--- config.mk ---
export PLATFORM = sky130hd
export DESIGN_NAME = armik_cordic
export DESIGN_NICKNAME = d
export VERILOG_FILES = /design/src/rtl/core/armik_pkg.sv /design/src/rtl/core/armik_cordic.sv
export SDC_FILE = /design/constraint.sdc
export NUM_CORES = 2
export LEC_CHECK = 0
export BUFFER_PORTS_ARGS = -buffer_cell sky130_fd_sc_hd__buf_2
export CAP_MARGIN = 0
export CORE_MARGIN = 10
export CORE_UTILIZATION = 60
export DETAILED_ROUTE_END_ITERATION = 6
export PLACE_DENSITY_LB_ADDON = 0.05
export SETUP_SLACK_MARGIN = 0.2
export SYNTH_ARGS = -nofsm -noshare
export SYNTH_HDL_FRONTEND = slang
export SYNTH_SLANG_ARGS = --single-unit
--- constraint.sdc ---
create_clock -name i_clk -period 6.4 [get_ports i_clk]
set_input_delay 1.28 -clock i_clk [delete_from_list [all_inputs] [get_ports i_clk]]
set_output_delay 1.28 -clock i_clk [all_outputs]
set_load 0.1 [all_outputs]
--- src/rtl/core/armik_pkg.sv ---
// Shared types and constants for the arm inverse kinematics pipeline.
// Holds the transaction structs, the CORDIC arctangent table and the fixed-point formats.
// No dependencies.
package armik_pkg;

    // Requested number of CORDIC micro-rotations. The table covers at most 24.
    localparam int CORDIC_STAGES = 16;
    localparam int TABLE_LEN     = 24;
    localparam int NUM_STAGES    = (CORDIC_STAGES > TABLE_LEN) ? TABLE_LEN : CORDIC_STAGES;

    // Fixed-point formats.
    localparam int FRAC_BITS = 8;            // extra fraction bits on x and y
    localparam int XY_W      = 28;           // signed width of the CORDIC x and y
    localparam int ACC_W     = 32;           // signed angle accumulator, 1/100 deg * 2^16
    localparam int ANG_SHIFT = 16;           // fraction bits of the accumulator
    localparam int GAIN_W    = 16;
    localparam logic [GAIN_W-1:0] GAIN_INV = 16'd39797;
    localparam int MAG_W     = XY_W - 1;     // non-negative final x
    localparam int PROD_W    = MAG_W + GAIN_W;
    localparam int RAD_SHIFT = 16 + FRAC_BITS;
    localparam int RAD_W     = PROD_W - RAD_SHIFT + 1;
    localparam int ANG_W     = ACC_W + 1 - ANG_SHIFT;

    localparam logic signed [ACC_W-1:0] ACC_HALF_TURN = 32'sd1179648000;
    localparam logic [15:0] FULL_TURN = 16'd36000;

    // Register map, word index into the configuration space.
    localparam logic [1:0] REG_ARM_BASE   = 2'd0;
    localparam logic [1:0] REG_MAX_LIFT   = 2'd1;
    localparam logic [1:0] REG_MAX_STRETCH = 2'd2;
    localparam int CFG_ADDR_W = 4;

    // round(atan(2^-i) * 18000 / pi * 2^16)
    localparam logic signed [ACC_W-1:0] ATAN_TAB [TABLE_LEN] = '{
        32'sd294912000, 32'sd174096719, 32'sd91987925, 32'sd46694507,
        32'sd23437865,  32'sd11730358,  32'sd5866610,  32'sd2933484,
        32'sd1466764,   32'sd733389,    32'sd366693,   32'sd183346,
        32'sd91673,     32'sd45837,     32'sd22918,    32'sd11459,
        32'sd5730,      32'sd2865,      32'sd1432,     32'sd716,
        32'sd358,       32'sd179,       32'sd90,       32'sd45
    };

    typedef struct packed {
        logic signed [15:0] target_x;
        logic signed [15:0] target_y;
        logic signed [15:0] target_z;
        logic signed [15:0] pitch_request;
        logic [15:0]        current_rotate_angle;
    } t_ik_in;

    typedef struct packed {
        logic [15:0]        rotate_target;
        logic [14:0]        stretch_target;
        logic [14:0]        lift_target;
        logic signed [15:0] pitch_target;
        logic               held_singular;
    } t_ik_out;

    // Configuration registers as seen by the datapath.
    typedef struct packed {
        logic [14:0] arm_base_length;
        logic [14:0] max_lift_height;
        logic [14:0] max_stretch_length;
    } t_cfg;

    // Vector state of one CORDIC stage.
    typedef struct packed {
        logic signed [XY_W-1:0]  x;
        logic signed [XY_W-1:0]  y;
        logic signed [ACC_W-1:0] acc;
    } t_cordic;

    // Fields that ride alongside the CORDIC untouched.
    typedef struct packed {
        logic signed [15:0] z;
        logic signed [15:0] pitch;
        logic [15:0]        cur;
        logic               held;
    } t_side;

endpackage

--- src/rtl/core/armik_cordic.sv ---
// Pipelined CORDIC in vectoring mode: a pre-rotation register, then one register per
// micro-rotation. Side fields travel with each stage. Depends on armik_pkg.
module armik_cordic (
    input  logic                i_clk,
    input  logic                i_rst_n,
    input  logic                i_valid,
    input  armik_pkg::t_ik_in   i_cmd,
    output logic                o_valid,
    output armik_pkg::t_cordic  o_vec,
    output armik_pkg::t_side    o_side
);
    import armik_pkg::*;

    logic    r_valid [NUM_STAGES+1];
    t_cordic r_vec   [NUM_STAGES+1];
    t_side   r_side  [NUM_STAGES+1];

    logic signed [XY_W-1:0] w_x_in;
    logic signed [XY_W-1:0] w_y_in;
    t_cordic                n_vec0;
    t_side                  n_side0;

    // Pre-rotation: targets in the left half plane are turned by 180 degrees.
    assign w_x_in = XY_W'(i_cmd.target_x) <<< FRAC_BITS;
    assign w_y_in = XY_W'(i_cmd.target_y) <<< FRAC_BITS;

    always_comb begin
        if (i_cmd.target_x[15]) begin
            n_vec0.x   = -w_x_in;
            n_vec0.y   = -w_y_in;
            n_vec0.acc = ACC_HALF_TURN;
        end else begin
            n_vec0.x   = w_x_in;
            n_vec0.y   = w_y_in;
            n_vec0.acc = '0;
        end
        n_side0.z     = i_cmd.target_z;
        n_side0.pitch = i_cmd.pitch_request;
        n_side0.cur   = i_cmd.current_rotate_angle;
        n_side0.held  = (i_cmd.target_x == 16'sd0) && (i_cmd.target_y == 16'sd0);
    end

    always_ff @(posedge i_clk) begin
        if (!i_rst_n) begin
            r_valid[0] <= 1'b0;
        end else begin
            r_valid[0] <= i_valid;
        end
    end

    always_ff @(posedge i_clk) begin
        r_vec[0]  <= n_vec0;
        r_side[0] <= n_side0;
    end

    // One micro-rotation per stage, shifting by the stage index.
    for (genvar s = 0; s < NUM_STAGES; s++) begin : g_stage
        logic signed [XY_W-1:0] w_x;
        logic signed [XY_W-1:0] w_y;
        logic signed [XY_W-1:0] w_dx;
        logic signed [XY_W-1:0] w_dy;
        t_cordic                n_vec;

        assign w_x  = r_vec[s].x;
        assign w_y  = r_vec[s].y;
        assign w_dx = w_y >>> s;
        assign w_dy = w_x >>> s;

        always_comb begin
            if (!w_y[XY_W-1]) begin
                n_vec.x   = w_x + w_dx;
                n_vec.y   = w_y - w_dy;
                n_vec.acc = r_vec[s].acc + ATAN_TAB[s];
            end else begin
                n_vec.x   = w_x - w_dx;
                n_vec.y   = w_y + w_dy;
                n_vec.acc = r_vec[s].acc - ATAN_TAB[s];
            end
        end

        always_ff @(posedge i_clk) begin
            if (!i_rst_n) begin
                r_valid[s+1] <= 1'b0;
            end else begin
                r_valid[s+1] <= r_valid[s];
            end
        end

        always_ff @(posedge i_clk) begin
            r_vec[s+1]  <= n_vec;
            r_side[s+1] <= r_side[s];
        end
    end

    assign o_valid = r_valid[NUM_STAGES];
    assign o_vec   = r_vec[NUM_STAGES];
    assign o_side  = r_side[NUM_STAGES];

endmodule

Yosys cells after proc, flatten, opt, wreduce, memory -nomap -nowiden --
Memory sizes are Yosys's and may differ from the RTL's. Cells that the tools add are included.
Cells by class: reductions and logical operators 3, bitwise logic cells 17, mux-type cells 36, add/subtract/negate cells 97
Operator list (count):
- 88-bit 2-to-1 mux | 17
- 28-bit by 13-bit adder with 28-bit output | 2
- 28-bit by 14-bit adder with 28-bit output | 2
- 28-bit by 15-bit adder with 28-bit output | 2
- 28-bit by 16-bit adder with 28-bit output | 2
- 28-bit by 17-bit adder with 28-bit output | 2
- 28-bit by 18-bit adder with 28-bit output | 2
- 28-bit by 19-bit adder with 28-bit output | 2
- 28-bit by 20-bit adder with 28-bit output | 2
- 28-bit by 21-bit adder with 28-bit output | 2
- 28-bit by 22-bit adder with 28-bit output | 2
- 28-bit by 23-bit adder with 28-bit output | 2
- 28-bit by 24-bit adder with 28-bit output | 2
- 28-bit by 25-bit adder with 28-bit output | 2
- 28-bit by 26-bit adder with 28-bit output | 2
- 28-bit by 27-bit adder with 28-bit output | 2
- 24-bit negator with 28-bit output | 2
- 28-bit by 13-bit subtractor with 28-bit output | 2
- 28-bit by 14-bit subtractor with 28-bit output | 2
- 28-bit by 15-bit subtractor with 28-bit output | 2
- 28-bit by 16-bit subtractor with 28-bit output | 2
- 28-bit by 17-bit subtractor with 28-bit output | 2
- 28-bit by 18-bit subtractor with 28-bit output | 2
- 28-bit by 19-bit subtractor with 28-bit output | 2
- other kinds (46) | 90
Storage, ports and cells: flip-flop bits (word level) 0, memories kept 3, bits in writable memories 2346, output and inout port bits 138, bits of input ports 83
Memories:
- r_vec | depth 17, width 88, read ports 17, clocked after Yosys merged registers in 0, wr ports 17, line armik_cordic.sv:15 | t_cordic r_vec [NUM_STAGES+1];
- r_side | depth 17, width 49, read ports 17, clocked after Yosys merged registers in 0, wr ports 17, line armik_cordic.sv:16 | t_side r_side [NUM_STAGES+1];
- r_valid | depth 17, width 1, read ports 17, clocked after Yosys merged registers in 0, wr ports 17, line armik_cordic.sv:14 | logic r_valid [NUM_STAGES+1];

Depth between registers and ports, before layout --
An unclocked memory read counts as a cell.
depth in word-level cells 3, gate-level depth with buffers 20, depth with buffers taken out 20

Worst setup path after synthesis --
No wires, ideal clock.
path type register to register, start mem r_vec[12][59] in the netlist's numbering, end mem r_vec[13][58] in the netlist's numbering, library setup time 0.119 ns, slack 2.008 ns, arrival 4.273 ns, cell stages (with the launch flop) 16, data required time 6.281 ns, clock period less this slack 4.392 ns, path through dfxtp_1 clkbuf_1 clkbuf_1 nor2_1 xor2_1 ha_1 a21oi_1 o21ai_1 a2111oi_2 o31ai_1 a31oi_1 a21oi_1 a31o_1 a211o_1 a311o_1 xor2_1
RTL lines (line):
- start: declaration | armik_cordic.sv:15

==> impl_results.md <==
- Area overhead of the layout relative to synthesis: 10.2%
- Hold EP: r_side[0][184]
- CP startpoint kind: flop
- Die ar.: 210000 sq um
- Final Hold Fails: 0
- Main flop type after synthesis: dfxtp_1
- Worst hold path class: flop to flop
- Hold buffers post-CTS: 0
- Sequential fraction of the synthesis area: 0.382
- First-pass GRT wire length: 451 mm
- Number of flops mapped to enable cells by yosys: 0
- WP buf/inv: 1
- Layout cells sized above 1: 0.0598
- Core area: 191000 sq um
- Most common cell on crit path: a31oi_1
- CP Capture Type: flop
- Unique cell type count in the Yosys netlist: 105
- Gr ovfl total: 0
- Clk_lat worst skew: 900 ps
- Number of buffers added for setup after CTS: 0
- CTS Buf Count: 216
- RSZ-0062 raised after global routing: false
- Routed WL: 281 mm
- Crit Reg-Reg Endpoint: r_vec[8][30]
- First-pass DRT Iterations: 7
- Die X: 458 um
- #FFs+latches synth: 2195
- Total GRT Usage: 0.257
- Highest-count cells in the layout ignoring fill and taps: dfxtp_1, ha_1, a21oi_1
- Critical path class: flop to flop
- Nets@finish: 14164
- # DRC: 1
- Critical Path RT: 7120 ps
- DR WL/cell: 18.2 um
- Post-route setup TNS: 0 ps
- Vias in the first global route: 86972
- Commonest non-fill, non-tap cell in the layout: dfxtp_1
- Largest net degree at the start of global routing: 67
- Setup-failing EPs final: 0
- Worst endpoint data arrival time: 5410 ps
- Starting density of the core: 0.604
- Worst Hold Path Cells: 0
- I/O Buffers: 219
- H-tree levels: 4
- Fmax: 213 MHz
- Post-route minimum period: 4690 ps
- Mean Syn Cell Area: 9.27 sq um
- Syn Inst Count: 12420
- Antenna violations before repair: 5
- Clk pin slew, worst setup/hold paths: 70 ps
- Die Height: 458 um
- PostCTS Resize Cnt: 0
- Post-synth ARST share: 0
- MaxCap Viol Count: 0
- Worst Max-Slew Pin Slew: 1250 ps
- CP max-delay cell: clkinv_1
- Hold WS: 322 ps
- Crit share post-route: 0.732
- Cell Area, Synth: 115000 sq um
- CTS tree: built
- DR vias/cell: 5.76
- Io pins: 221
- Dpl hpwl: 221 mm
- Initial drt markers: 5891
- Outcome: finished, violations left
- Max-slew headroom at the worst pin: 0.161
- Row count: 160
- CP top delay family: compound AO/OA/AOI/OAI gates
- Slew Limit Fails: 0
- CP max FO: 26
- Failing checks: DRC
- CP peak stage delay: 780 ps
- Worst R2R Path Depth: 13
- Clock buffer depth: 3
- Via count: 88737
- Worst R2R Setup Slack: 1710 ps
- Clock skew: 101 ps
- Clk sink count: 2195
- Warnings from Yosys: 0
- Gpl congestion: 0.946
- Antenna Nets Post-Route: 0
- Hold path start: r_side[0][135]
- Crit Reg-Reg Startpoint: r_vec[7][59]
- CP Cell Sequence: clkinv_1 -> fa_1 -> a21o_1 -> a21oi_1 -> o21a_1 -> o31ai_1 -> o211ai_1 -> a31oi_1 -> a31oi_1 -> o21ai_0 -> a311oi_1 -> o21bai_1 -> xor2_1
- CTS root buffer: clkbuf_16
[sequential cells by signal, indices dropped and copies added (netlist names)]
name     cells
r_valid     17
r_side     833
r_vec     1345
[synthesized netlist by cell type (all sizes together), types with 22 or more instances]
library cell,number,share of area
a211oi,70,0.0048
nor2,1049,0.034
or3,80,0.0044
a211o,22,0.0017
ha,1326,0.14
and2,87,0.0047
fa,40,0.0070
o2111ai,22,0.0017
o211ai,37,0.0024
mux2,28,0.0027
o21bai,173,0.011
inv,566,0.018
o31ai,65,0.0044
o41ai,46,0.0040
a21o,484,0.032
nand2,576,0.019
a31o,24,0.0018
xnor2,1112,0.085
o21a,189,0.012
nor4,78,0.0043
nor3,324,0.014
a221oi,25,0.0021
or2,39,0.0021
a21oi,1183,0.051
mux2i,33,0.0029
xor2,526,0.040
o21ai,553,0.024
nand3,178,0.0077
a31oi,112,0.0061
dfxtp,2195,0.38
nand2b,192,0.010
and3,115,0.0062
a2111oi,23,0.0021
nand4,82,0.0045
a21boi,46,0.0030
a41oi,25,0.0020
or4,28,0.0018
clkbuf,143,0.0047
buf,31,0.0011
nor2b,225,0.012
[layout make-up]
class                      count  area, sq um
fill                       15229        63700
multi-input combinational   9483        68400
inverter                     571         2140
tap                         2511         3140
sequential                  2195        44000
timing repair buffer         248         1310
clock buffer                 282         5970
clock inverter               125         1920
antenna                        1         2.50
[stage by stage]
step	util	cells	area [sq um]	worst slack, ps
global placement	0.624	15008	119000	1840
CTS	0.666	15415	127000	1690
finish	0.666	15416	127000	1710
detailed placement	0.624	15008	119000	1710
floorplan	-	12423	115000	2010
global route	0.666	15415	127000	1190
[worst max-delay path by stage]
stage | end | depth (start not counted) | start
2_1_floorplan | r_vec[13][58] | 15 | r_vec[12][59]
3_3_place_gp | r_vec[8][30] | 13 | r_vec[7][59]
3_5_place_dp | r_vec[8][30] | 13 | r_vec[7][59]
4_1_cts | r_vec[8][30] | 13 | r_vec[7][59]
5_1_grt | r_vec[8][86] | 13 | r_vec[7][59]
6_report | r_vec[8][30] | 13 | r_vec[7][59]
[layer usage]
metal / vias up / GRT usage / part of all wire
li1: 44364 / - / -
met1: 41590 / 0.327 / 0.44
met2: 2276 / 0.450 / 0.48
met3: 507 / 0.0403 / 0.054
met4: 0 / 0.0724 / 0.026
met5: - / 0 / 0
[cells by family after synthesis]
group,share of synthesized area
buf+inv,0.0244
fa+ha+maj,0.151
other cells,0.0000652
xor+xnor,0.125
simple gates,0.133
compound gates,0.180
mux,0.00561
flops,0.382
Power is left out: the tool's default activity adds up to more than one toggle a clock period on the data nets, which glitch-free logic cannot reach.
