--- src/rtl/core/armik_pkg.sv ---
// Shared types and constants for the arm inverse kinematics pipeline.
// Holds the transaction structs, the CORDIC arctangent table and the fixed-point formats.
// No dependencies.
package armik_pkg;

    // Requested number of CORDIC micro-rotations. The table covers at most 24.
    localparam int CORDIC_STAGES = 16;
    localparam int TABLE_LEN     = 24;
    localparam int NUM_STAGES    = (CORDIC_STAGES > TABLE_LEN) ? TABLE_LEN : CORDIC_STAGES;

    // Fixed-point formats.
    localparam int FRAC_BITS = 8;            // extra fraction bits on x and y
    localparam int XY_W      = 28;           // signed width of the CORDIC x and y
    localparam int ACC_W     = 32;           // signed angle accumulator, 1/100 deg * 2^16
    localparam int ANG_SHIFT = 16;           // fraction bits of the accumulator
    localparam int GAIN_W    = 16;
    localparam logic [GAIN_W-1:0] GAIN_INV = 16'd39797;
    localparam int MAG_W     = XY_W - 1;     // non-negative final x
    localparam int PROD_W    = MAG_W + GAIN_W;
    localparam int RAD_SHIFT = 16 + FRAC_BITS;
    localparam int RAD_W     = PROD_W - RAD_SHIFT + 1;
    localparam int ANG_W     = ACC_W + 1 - ANG_SHIFT;

    localparam logic signed [ACC_W-1:0] ACC_HALF_TURN = 32'sd1179648000;
    localparam logic [15:0] FULL_TURN = 16'd36000;

    // Register map, word index into the configuration space.
    localparam logic [1:0] REG_ARM_BASE   = 2'd0;
    localparam logic [1:0] REG_MAX_LIFT   = 2'd1;
    localparam logic [1:0] REG_MAX_STRETCH = 2'd2;
    localparam int CFG_ADDR_W = 4;

    // round(atan(2^-i) * 18000 / pi * 2^16)
    localparam logic signed [ACC_W-1:0] ATAN_TAB [TABLE_LEN] = '{
        32'sd294912000, 32'sd174096719, 32'sd91987925, 32'sd46694507,
        32'sd23437865,  32'sd11730358,  32'sd5866610,  32'sd2933484,
        32'sd1466764,   32'sd733389,    32'sd366693,   32'sd183346,
        32'sd91673,     32'sd45837,     32'sd22918,    32'sd11459,
        32'sd5730,      32'sd2865,      32'sd1432,     32'sd716,
        32'sd358,       32'sd179,       32'sd90,       32'sd45
    };

    typedef struct packed {
        logic signed [15:0] target_x;
        logic signed [15:0] target_y;
        logic signed [15:0] target_z;
        logic signed [15:0] pitch_request;
        logic [15:0]        current_rotate_angle;
    } t_ik_in;

    typedef struct packed {
        logic [15:0]        rotate_target;
        logic [14:0]        stretch_target;
        logic [14:0]        lift_target;
        logic signed [15:0] pitch_target;
        logic               held_singular;
    } t_ik_out;

    // Configuration registers as seen by the datapath.
    typedef struct packed {
        logic [14:0] arm_base_length;
        logic [14:0] max_lift_height;
        logic [14:0] max_stretch_length;
    } t_cfg;

    // Vector state of one CORDIC stage.
    typedef struct packed {
        logic signed [XY_W-1:0]  x;
        logic signed [XY_W-1:0]  y;
        logic signed [ACC_W-1:0] acc;
    } t_cordic;

    // Fields that ride alongside the CORDIC untouched.
    typedef struct packed {
        logic signed [15:0] z;
        logic signed [15:0] pitch;
        logic [15:0]        cur;
        logic               held;
    } t_side;

endpackage

--- src/rtl/core/armik_regs.sv ---
// APB configuration registers: arm base length and the two clamp limits.
// Depends on armik_pkg.
module armik_regs (
    input  logic                               i_clk,
    input  logic                               i_rst_n,
    input  logic                               psel,
    input  logic                               penable,
    input  logic                               pwrite,
    input  logic [armik_pkg::CFG_ADDR_W-1:0]   paddr,
    input  logic [31:0]                        pwdata,
    output logic [31:0]                        prdata,
    output logic                               pready,
    output armik_pkg::t_cfg                    o_cfg
);
    import armik_pkg::*;

    t_cfg       r_cfg;
    logic       w_wr;
    logic [1:0] w_idx;

    assign pready = 1'b1;
    assign w_wr   = psel && penable && pwrite;
    assign w_idx  = paddr[3:2];

    // Register writes; an address past the map is ignored.
    always_ff @(posedge i_clk) begin
        if (!i_rst_n) begin
            r_cfg.arm_base_length    <= 15'd0;
            r_cfg.max_lift_height    <= 15'h7fff;
            r_cfg.max_stretch_length <= 15'h7fff;
        end else if (w_wr) begin
            case (w_idx)
                REG_ARM_BASE:    r_cfg.arm_base_length    <= pwdata[14:0];
                REG_MAX_LIFT:    r_cfg.max_lift_height    <= pwdata[14:0];
                REG_MAX_STRETCH: r_cfg.max_stretch_length <= pwdata[14:0];
                default: ;
            endcase
        end
    end

    // Read mux.
    always_comb begin
        case (w_idx)
            REG_ARM_BASE:    prdata = {17'd0, r_cfg.arm_base_length};
            REG_MAX_LIFT:    prdata = {17'd0, r_cfg.max_lift_height};
            REG_MAX_STRETCH: prdata = {17'd0, r_cfg.max_stretch_length};
            default:         prdata = 32'd0;
        endcase
    end

    assign o_cfg = r_cfg;

endmodule

--- config.mk ---
export PLATFORM = sky130hd
export DESIGN_NAME = armik_regs
export DESIGN_NICKNAME = d
export VERILOG_FILES = /design/src/rtl/core/armik_pkg.sv /design/src/rtl/core/armik_regs.sv
export SDC_FILE = /design/constraint.sdc
export NUM_CORES = 1
export LEC_CHECK = 0
export ABC_CLOCK_PERIOD_IN_PS = 1350
export BUFFER_PORTS_ARGS = -buffer_cell sky130_fd_sc_hd__buf_2
export CAP_MARGIN = 25
export CORE_MARGIN = 2
export CORE_UTILIZATION = 30
export CTS_CLUSTER_DIAMETER = 40
export DETAILED_ROUTE_END_ITERATION = 8
export PLACE_DENSITY = 0.57
export REMOVE_ABC_BUFFERS = 1
export SKIP_CTS_REPAIR_TIMING = 1
export SYNTH_ARGS = -nofsm -noshare
export SYNTH_HDL_FRONTEND = slang
export SYNTH_SLANG_ARGS = --single-unit
--- constraint.sdc ---
create_clock -name i_clk -period 1.35 [get_ports i_clk]
set_input_delay 0.135 -clock i_clk [delete_from_list [all_inputs] [get_ports i_clk]]
set_output_delay 0.135 -clock i_clk [all_outputs]
set_load 0.05 [all_outputs]
After elaboration in Yosys (flattened, before gate mapping)
Index checks and enable logic that the tools add are counted.
- $add $sub $neg: 0
- multipliers: 0
- div/mod/pow operators: 0
- order comparisons: 0
- equality and inequality tests: 2
- shift-type cells: 0
- multiplexer cells: 1
- bitwise logic cells: 0
- reduce and logical (&&, ||, !) cells: 6
- operators with widths (operator ; count):
    $pmux W15 S3 ; 1
    $reduce_and A2 Y1 ; 3
    $eq A2 B1 Y1 const B ; 1
    $eq A2 B2 Y1 const B ; 1
    $logic_and A1 B1 Y1 ; 2
    $logic_not A2 Y1 ; 1
- register bits: 45
- latch bits: 0
- memory bits (writable): 0
- ROM bits: 0
- input port bits: 41
- logic and storage cells: 12
- memories: 0

Logic depth before layout (Yosys ltp)
Gate-level depths: netlist of run 1.
- depth after elaboration: 3
- gate-level depth with buffers: 6

Least setup slack after synthesis of run 1
Ideal clock, no wire load.
- path kind: reg2out
- start point: register r_cfg, in the netlist o_cfg[15]
- end point: output prdata[0]
- arrival time: 1.871 ns
- required time: 1.215 ns
- setup slack: -0.656 ns
- cell stages (with the launch flop): 3
- cell sequence: dfxtp_1 -> mux2i_1 -> o21ai_0
- cells in the longest elaborated chain, start to end: 1
- RTL lines (what ; RTL line ; RTL):
    start, declared ; armik_regs.sv:17 ; t_cfg r_cfg;
    $pmux W15 S3 ; armik_regs.sv:43 ; case (w_idx)
    end, declared ; armik_regs.sv:11 ; output logic [31:0] prdata,
Every way passes these cells.

Worst setup path in the final report of run 1
- start point: register r_cfg, in the netlist o_cfg[27]
- end point: output prdata[12]
Same word-level chain as after synthesis.

==> run_results.csv, run 1 <==
group,metric,value,unit
synthesis,synthesis.instances,253,
clocking,numCtsBuffers,5,
floorplan,die_h,92.4,microns
layout,nFillCells,801,
power,p_leak,1.35,nW
synthesis,ys_warn_count,0,
detailed_routing,drc,0,
power,powerDensity,960,mW/mm^2
detailed_routing,postRouteAntennaNets,0,
synthesis,synth.area.top_cells,"dfxtp_1, mux2i_1, nor2b_1, nand2_1, buf_4",
layout,syn2layout_area_growth,27.4,%
synthesis,synth.distinct_cells,15,
synthesis,synth.top_cells.by_count,"mux2i_1, dfxtp_1, nand2_1, nor2b_1, buf_4",
timing,hold_violations,0,
setup_path,crit_required,1.22,ns
clocking,cts-root-buf,"clkbuf_8",
power,total_power,2.87,mW
timing,maxClockFrequency,0.784,GHz
floorplan,fp-row-count,32,
synthesis,seq_area_frac_synth,38.4,%
detailed_routing,wl,5640,microns
floorplan,die_w,92.4,microns
grt,grt_max_degree,76,
floorplan,die-area,0.00853,sq mm
clocking,cts.path.max_buffers,2,
synthesis,synth_mux_area_share,25.6,%
synthesis,synth_area_leader_cell,"dfxtp_1",
setup_path,cp.arrival,1.14,ns
grt,grt_usage,13.5,%
timing,fin_crit,1.28,ns
detailed_routing,post_drt_wl_per_cell,12.8,microns
synthesis,synthAdderAreaFrac,0,%
synthesis,async_reset_ff_share,0,%
setup_path,start_kind,"flip-flop",
synthesis,synth_compound_area_share,3.20,%
setup_path,critPathCaptureType,"output pin",
synthesis,netlist.area_leader.share,38.4,%
synthesis,synth_xor_area_share,0,%
timing,setup_viol,0,
power,vdd_drop_max,0.432,mV
detailed_routing,via_count,1890,
timing,maxSlewViolCount,0,
clocking,cts_tree,"yes",
synthesis,synthFlopType,"dfxtp_1",
synthesis,yosys.area_share.simple,21.9,%
detailed_routing,dr.pass1.iters,3,
layout,largest_reg_flops,45,
clocking,cts_num_sinks,45,
layout,nNetsFinal,381,
floorplan,ios,119,
synthesis,syn_area,0.00234,sq mm
run_status,status,"finished, final reports clean",
floorplan,start_util,30.6,%
synthesis,synth_edf_count,0,
detailed_routing,routed_via_density,4.28,
detailed_routing,drt-initial-drc-count,51,
place,post_dp_cell_area,0.00286,sq mm
synthesis,synth.most_common_cell,"mux2i_1",
synthesis,synth.ff_latch_count,45,
hold_path,hold_path.class,"input port to flip-flop",
grt,antenna_found_initial,0,
clocking,h-tree-depth,2,
place,place_hpwl,4230,microns
clocking,clock_latency,0.29,ns
grt,grt_pass1_vias,1805,
layout,post-route-cell-area,0.00299,sq mm
timing,fin_crit_sh,94.5,%
clocking,clk_pin_slew,0.08,ns
synthesis,synth_top_family_by_area,"multiplexers",
place,routabilityCongestion,0.694,
synthesis,avgSynthCellArea,9.26,sq um
layout,final_layout_size_suffix_gt1_share,32.4,%
setup_path,setup.worst_path.class,"flip-flop to output pin",
timing,skew,0,ns
setup_path,crit_fanout,3,
grt,grt_pass1_wl,9030,microns
run,maxCapViolations,0,
grt,grt-ovfl-total,0,
layout,insertedDiodeCount,0,
place,portBuffers,81,
floorplan,coreArea,0.00765,sq mm
-- per-stage QoR --
stage / hold slack, ns / setup WS, ns / instances / util, % / TNS [ns]
6_report: 0.0904 / 0.0740 / 442 / 39.0 / 0
5_1_grt: 0.0902 / -0.0226 / 442 / 39.0 / -0.0226
4_1_cts: 0.0805 / -0.0353 / 442 / 38.6 / -0.0583
3_5_place_dp: 0.404 / 0.0528 / 435 / 37.5 / 0
3_3_place_gp: 0.394 / 0.0524 / 435 / 37.5 / 0
2_1_floorplan: 0.277 / -0.950 / 233 / - / -24.08
-- placed cells by master (no fill, tap or decap) --
cell / instances
buf_2: 67
mux2i_1: 60
nand2_1: 45
nor2b_1: 45
dfxtp_1: 45
buf_4: 29
conb_1: 18
o21ai_0: 11
clkbuf_8: 6
o21ai_1: 4
clkbuf_4: 2
buf_12: 2
nor2b_4: 1
nand3_1: 1
nor3_4: 1
nor3b_2: 1
nand4_4: 1
clkbuf_1: 1
-- final cells by class --
class	count	area (sq um)	area share (%)
Sequential cell	45	901	30.2
Clock buffer	7	86.3	2.89
Multi-Input combinational cell	188	1260	42.3
Timing Repair Buffer	100	608	20.4
Tap cell	102	128	4.27
-- worst paths after layout --
path              from    endpoint  slack, ns  cells after the start
min reg2reg  o_cfg[30]   o_cfg[30]       0.47                      2
min          pwdata[2]   o_cfg[32]       0.09                      3
max          o_cfg[27]  prdata[12]       0.07                      3
max reg2reg  o_cfg[15]   o_cfg[15]       0.72                      2
-- cell families (layout without fill, tap and decap cells) --
kind of cell / after synthesis / after routing
AO/OA/AOI/OAI: 15 / 15
buffers and inverters: 36 / 107
flip-flops: 45 / 45
multiplexers: 60 / 60
other: 2 / 18
AND/OR/NAND/NOR: 95 / 95
-- power by group --
group | switching [mW] | internal [mW] | total [mW]
registers | 0.0127 | 1.34 | 1.36
clock network | 0.439 | 0.407 | 0.846
logic | 0.473 | 0.191 | 0.665
total | 0.925 | 1.94 | 2.87
-- routing by layer --
| metal | part of all wire, % | track usage, % | vias to the layer above | wire length, microns |
|---|---|---|---|---|
| met2 | 47 | 22.4 | 62 | 2670 |
| met1 | 45 | 17.2 | 859 | 2550 |
| li1 | - | - | 961 | - |
| met4 | 1.3 | 4.48 | 0 | 73 |
| met3 | 6.2 | 3.25 | 8 | 352 |
| met5 | 0 | 0 | - | 0 |
-- critical path, cell delays in order (launching register included) --
cell	delay, ns
dfxtp_1	0.37
mux2i_1	0.10
o21ai_1	0.16
buf_4	0.22
No activity file was read; power rests on OpenSTA's default activity.
==> run 2: changes to the inputs <==
- ABC_CLOCK_PERIOD_IN_PS: 1350 -> 1500
- clock period: 1.35 -> 1.5 ns (I/O delays scaled with it)
==> run_results.csv, run 2 (same netlist as run 1, synthesis figures left out) <==
group,metric,value,unit
timing,maxClockFrequency,0.723,GHz
run,maxCapViolations,0,
timing,hold_violations,0,
layout,final_common_cell,"buf_2",
timing,skew,0,ns
layout,insertedDiodeCount,0,
place,portBuffers,81,
clocking,cts-root-buf,"clkbuf_8",
setup_path,cp_slowest_cell,"dfxtp_1",
setup_path,critPathCaptureType,"output pin",
setup_path,cp.arrival,1.23,ns
floorplan,coreArea,0.00765,sq mm
layout,syn2layout_area_growth,25.5,%
power,powerDensity,928,mW/mm^2
place,place_hpwl,3970,microns
layout,layout_common_cells,"buf_2, mux2i_1, nand2_1, nor2b_1, dfxtp_1",
timing,rsz0062_at_grt,"no",
setup_path,setup.worst_path.class,"flip-flop to output pin",
layout,nNetsFinal,374,
run_status,status,"finished, final reports clean",
clocking,cts_num_sinks,45,
detailed_routing,wl,5500,microns
floorplan,die_w,92.4,microns
detailed_routing,drc,0,
hold_path,hold_path_depth,3,
clocking,clock_latency,0.29,ns
setup_path,cp_slowest_stage_delay,0.37,ns
setup_path,reg2regPathDepth,2,
detailed_routing,post_drt_wl_per_cell,12.6,microns
clocking,numCtsBuffers,5,
clocking,cts_tree,"yes",
detailed_routing,postRouteAntennaNets,0,
timing,fin_crit_sh,92.2,%
grt,grt-ovfl-total,0,
floorplan,fp-row-count,32,
setup_path,crit_fanout,3,
detailed_routing,via_count,1854,
clocking,clk_pin_slew,0.09,ns
timing,setup_viol,0,
grt,antenna_found_initial,0,
setup_path,crit_chain,"mux2i_1 > o21ai_0 > buf_2",
grt,grt_max_degree,76,
floorplan,ios,119,
timing,fin_crit,1.38,ns
setup_path,start_kind,"flip-flop",
power,vdd_drop_max,0.389,mV
grt,grt_pass1_wl,8930,microns
detailed_routing,dr.pass1.iters,4,
detailed_routing,routed_via_density,4.25,
floorplan,start_util,30.6,%
detailed_routing,drt-initial-drc-count,60,
floorplan,die_h,92.4,microns
layout,largest_reg_flops,45,
timing,fin_setup_tns,0,ns
layout,final_layout_size_suffix_gt1_share,31.1,%
clocking,cts.path.max_buffers,2,
place,routabilityCongestion,0.696,
timing,whs,0.108,ns
power,p_leak,1.32,nW
clocking,h-tree-depth,2,
grt,grt_pass1_vias,1738,
timing,maxSlewViolCount,0,
grt,grt_usage,13.2,%
layout,finalCoreUtilization,38.4,%
floorplan,die-area,0.00853,sq mm
setup_path,crit_required,1.35,ns
hold_path,hold_path.class,"input port to flip-flop",
## run 2: changes by cell type in the layout (fill, tap and decap cells not counted)
cell / previous run / this run
buf_12: 2 / 3
buf_2: 67 / 81
buf_4: 29 / 9
bufinv_16: 0 / 1
clkbuf_4: 2 / 0
o21ai_0: 11 / 15
o21ai_1: 4 / 0
## run 2: area by class of cell
class,count,area (sq um)
repair buffers,93,533
flip-flops and latches,45,901
clock buffers,7,86.3
multi-input cells,188,1260
fillers,800,4710
well taps,102,128
clock inverters,1,30.0
## run 2: per-stage QoR
step	instances	total power, mW	setup WS (ns)	instance area, sq um
after global placement	428	1.82	0.215	2820
final	436	2.73	0.117	2940
after global routing	436	2.85	0.0377	2940
after detailed placement	428	1.82	0.208	2820
after CTS	436	2.78	0.0911	2940
after floorplan	233	1.64	-0.815	2160
## run 2: report_power, final
part	total [mW]	switching (mW)	internal, mW
clock	0.942	0.399	0.543
sequential	1.22	0.0116	1.21
combinational	0.566	0.419	0.147
total	2.73	0.830	1.90
## run 2: routing by layer
layer | track usage, % | share of wire [%] | wire, microns | up-vias
li1 | - | - | - | 948
met1 | 17.4 | 46 | 2550 | 841
met2 | 21.7 | 47 | 2580 | 61
met3 | 3.34 | 6.3 | 344 | 4
met4 | 3.36 | 0.51 | 28 | 0
met5 | 0 | 0 | 0 | -
## run 2: worst max-delay path, delay by kind of cell, from the launching register on
| family | cells | cell delay (ns) |
|---|---|---|
| buffers and inverters | 1 | 0.30 |
| multiplexers | 1 | 0.08 |
| flip-flops | 1 | 0.37 |
| AO/OA/AOI/OAI | 1 | 0.19 |
## run 2: final timing paths
| path | start | to | slack, ns |
|---|---|---|---|
| setup reg to reg | o_cfg[5] | o_cfg[5] | 0.86 |
| hold / removal | pwdata[4] | o_cfg[34] | 0.11 |
| hold reg to reg | o_cfg[36] | o_cfg[36] | 0.47 |
| setup / recovery | o_cfg[19] | prdata[4] | 0.12 |
==> run 3: changes to the inputs <==
- CORE_MARGIN: 2 -> unset
==> run_results.csv, run 3 (same netlist as run 1, synthesis figures left out) <==
group,metric,value,unit
layout,multi_input_area,0.00126,sq mm
setup_path,setup.worst_path.class,"flip-flop to output pin",
layout,layout_common_cells,"buf_2, mux2i_1, nand2_1, nor2b_1, dfxtp_1",
run_status,status,"finished, final reports clean",
setup_path,reg2regPathDepth,2,
grt,grt_max_degree,76,
clocking,numCtsBuffers,5,
floorplan,start_util,31.6,%
timing,maxSlewViolCount,0,
grt,antenna_found_initial,0,
floorplan,fp-row-count,31,
floorplan,die_w,90.4,microns
place,routabilityCongestion,0.689,
place,place_hpwl,3960,microns
grt,grt_use_met3,3.45,%
clocking,h-tree-depth,2,
setup_path,r2r-end,"o_cfg[26]",
detailed_routing,postRouteAntennaNets,0,
layout,final_layout_size_suffix_gt1_share,30.5,%
grt,grt-busiest-layer,"met2",
layout,syn2layout_area_growth,22.7,%
layout,final_common_cell,"buf_2",
detailed_routing,drt-initial-drc-count,33,
timing,fin_crit,1.33,ns
grt,grt_use_met1,17.7,%
timing,skew,0,ns
power,vdd_drop_max,0.297,mV
layout,nNetsFinal,374,
detailed_routing,via_count,1896,
detailed_routing,wl,5510,microns
timing,rsz0062_at_grt,"no",
grt,grt_pass1_wl,8890,microns
layout,largest_reg_flops,45,
clocking,clock_latency,0.29,ns
clocking,cts_num_sinks,45,
layout,insertedDiodeCount,0,
setup_path,start_kind,"flip-flop",
run,maxCapViolations,0,
detailed_routing,routed_via_density,4.38,
floorplan,coreArea,0.00741,sq mm
grt,gr-usage-met2,22.5,%
layout,ff_latch_area,901,sq um
grt,grt_usage,13.7,%
clocking,cts_tree,"yes",
layout,finalNonFillerCells,433,
grt,grt-ovfl-total,0,
timing,maxClockFrequency,0.755,GHz
detailed_routing,post_drt_wl_per_cell,12.7,microns
power,p_leak,1.30,nW
floorplan,die-area,0.00817,sq mm
power,total_power,2.51,mW
clocking,cts-root-buf,"clkbuf_8",
setup_path,cp.arrival,1.18,ns
setup_path,endpoint,"prdata[11]",
setup_path,crit_required,1.35,ns
grt,grt_pass1_vias,1773,
clocking,cts.path.max_buffers,2,
timing,hold_violations,0,
place,portBuffers,81,
setup_path,ff2ff_setup_slack,0.87,ns
floorplan,ios,119,
place,post-place-cells,425,
hold_path,hold_path.class,"input port to flip-flop",
timing,setup_viol,0,
detailed_routing,dr.pass1.iters,4,
layout,nFillCells,782,
setup_path,r2r-start,"o_cfg[26]",
setup_path,critPathCaptureType,"output pin",
clocking,clk_pin_slew,0.08,ns
floorplan,die_h,90.4,microns
detailed_routing,drc,0,
setup_path,setup.worst_path.start,"o_cfg[26]",
power,powerDensity,873,mW/mm^2
timing,fin_crit_sh,88.4,%
setup_path,crit_fanout,3,
==> run 3: worst min-delay path by stage <==
stage,cells past startpoint,startpoint,end,slack [ns]
final,3,pwdata[1],o_cfg[31],0.11
after global routing,3,pwdata[8],o_cfg[38],0.11
after CTS,3,pwdata[7],o_cfg[37],0.1
after detailed placement,3,pwdata[7],o_cfg[37],0.42
after global placement,3,pwdata[7],o_cfg[37],0.41
after floorplan,2,pwdata[0],o_cfg[30],0.29
==> run 3: area by class of cell <==
class	count	area share (%)
Timing Repair Buffer	93	17.7
Tap cell	99	4.31
Multi-Input combinational cell	188	43.9
Clock buffer	8	2.79
Sequential cell	45	31.3
==> run 3: power by group <==
group	internal (mW)	switching, mW	leakage [nW]
clock network	0.332	0.393	0.0395
registers	1.21	0.0118	0.365
logic	0.144	0.419	0.892
==> run 3: layer usage <==
layer | routed length, microns | up-vias
li1 | - | 953
met2 | 2490 | 66
met5 | 0 | -
met3 | 296 | 2
met1 | 2700 | 875
met4 | 21 | 0
==> run 3: per-stage QoR <==
stage               util, %  worst slack, ns  hold WS, ns  TNS (ns)  instance area [sq um]
floorplan                 -           -0.815        0.292    -20.03                   2160
global placement       37.7            0.135        0.408         0                   2800
detailed placement     37.7            0.135        0.420         0                   2800
CTS                    38.8            0.145       0.0970         0                   2880
global route           38.8           0.0556        0.107         0                   2880
finish                 38.8            0.175        0.111         0                   2880
==> run 3: worst max-delay path: stages, from the launching register on <==
cell,delay [ns]
dfxtp_1,0.38
mux2i_1,0.08
o21ai_0,0.14
buf_2,0.28
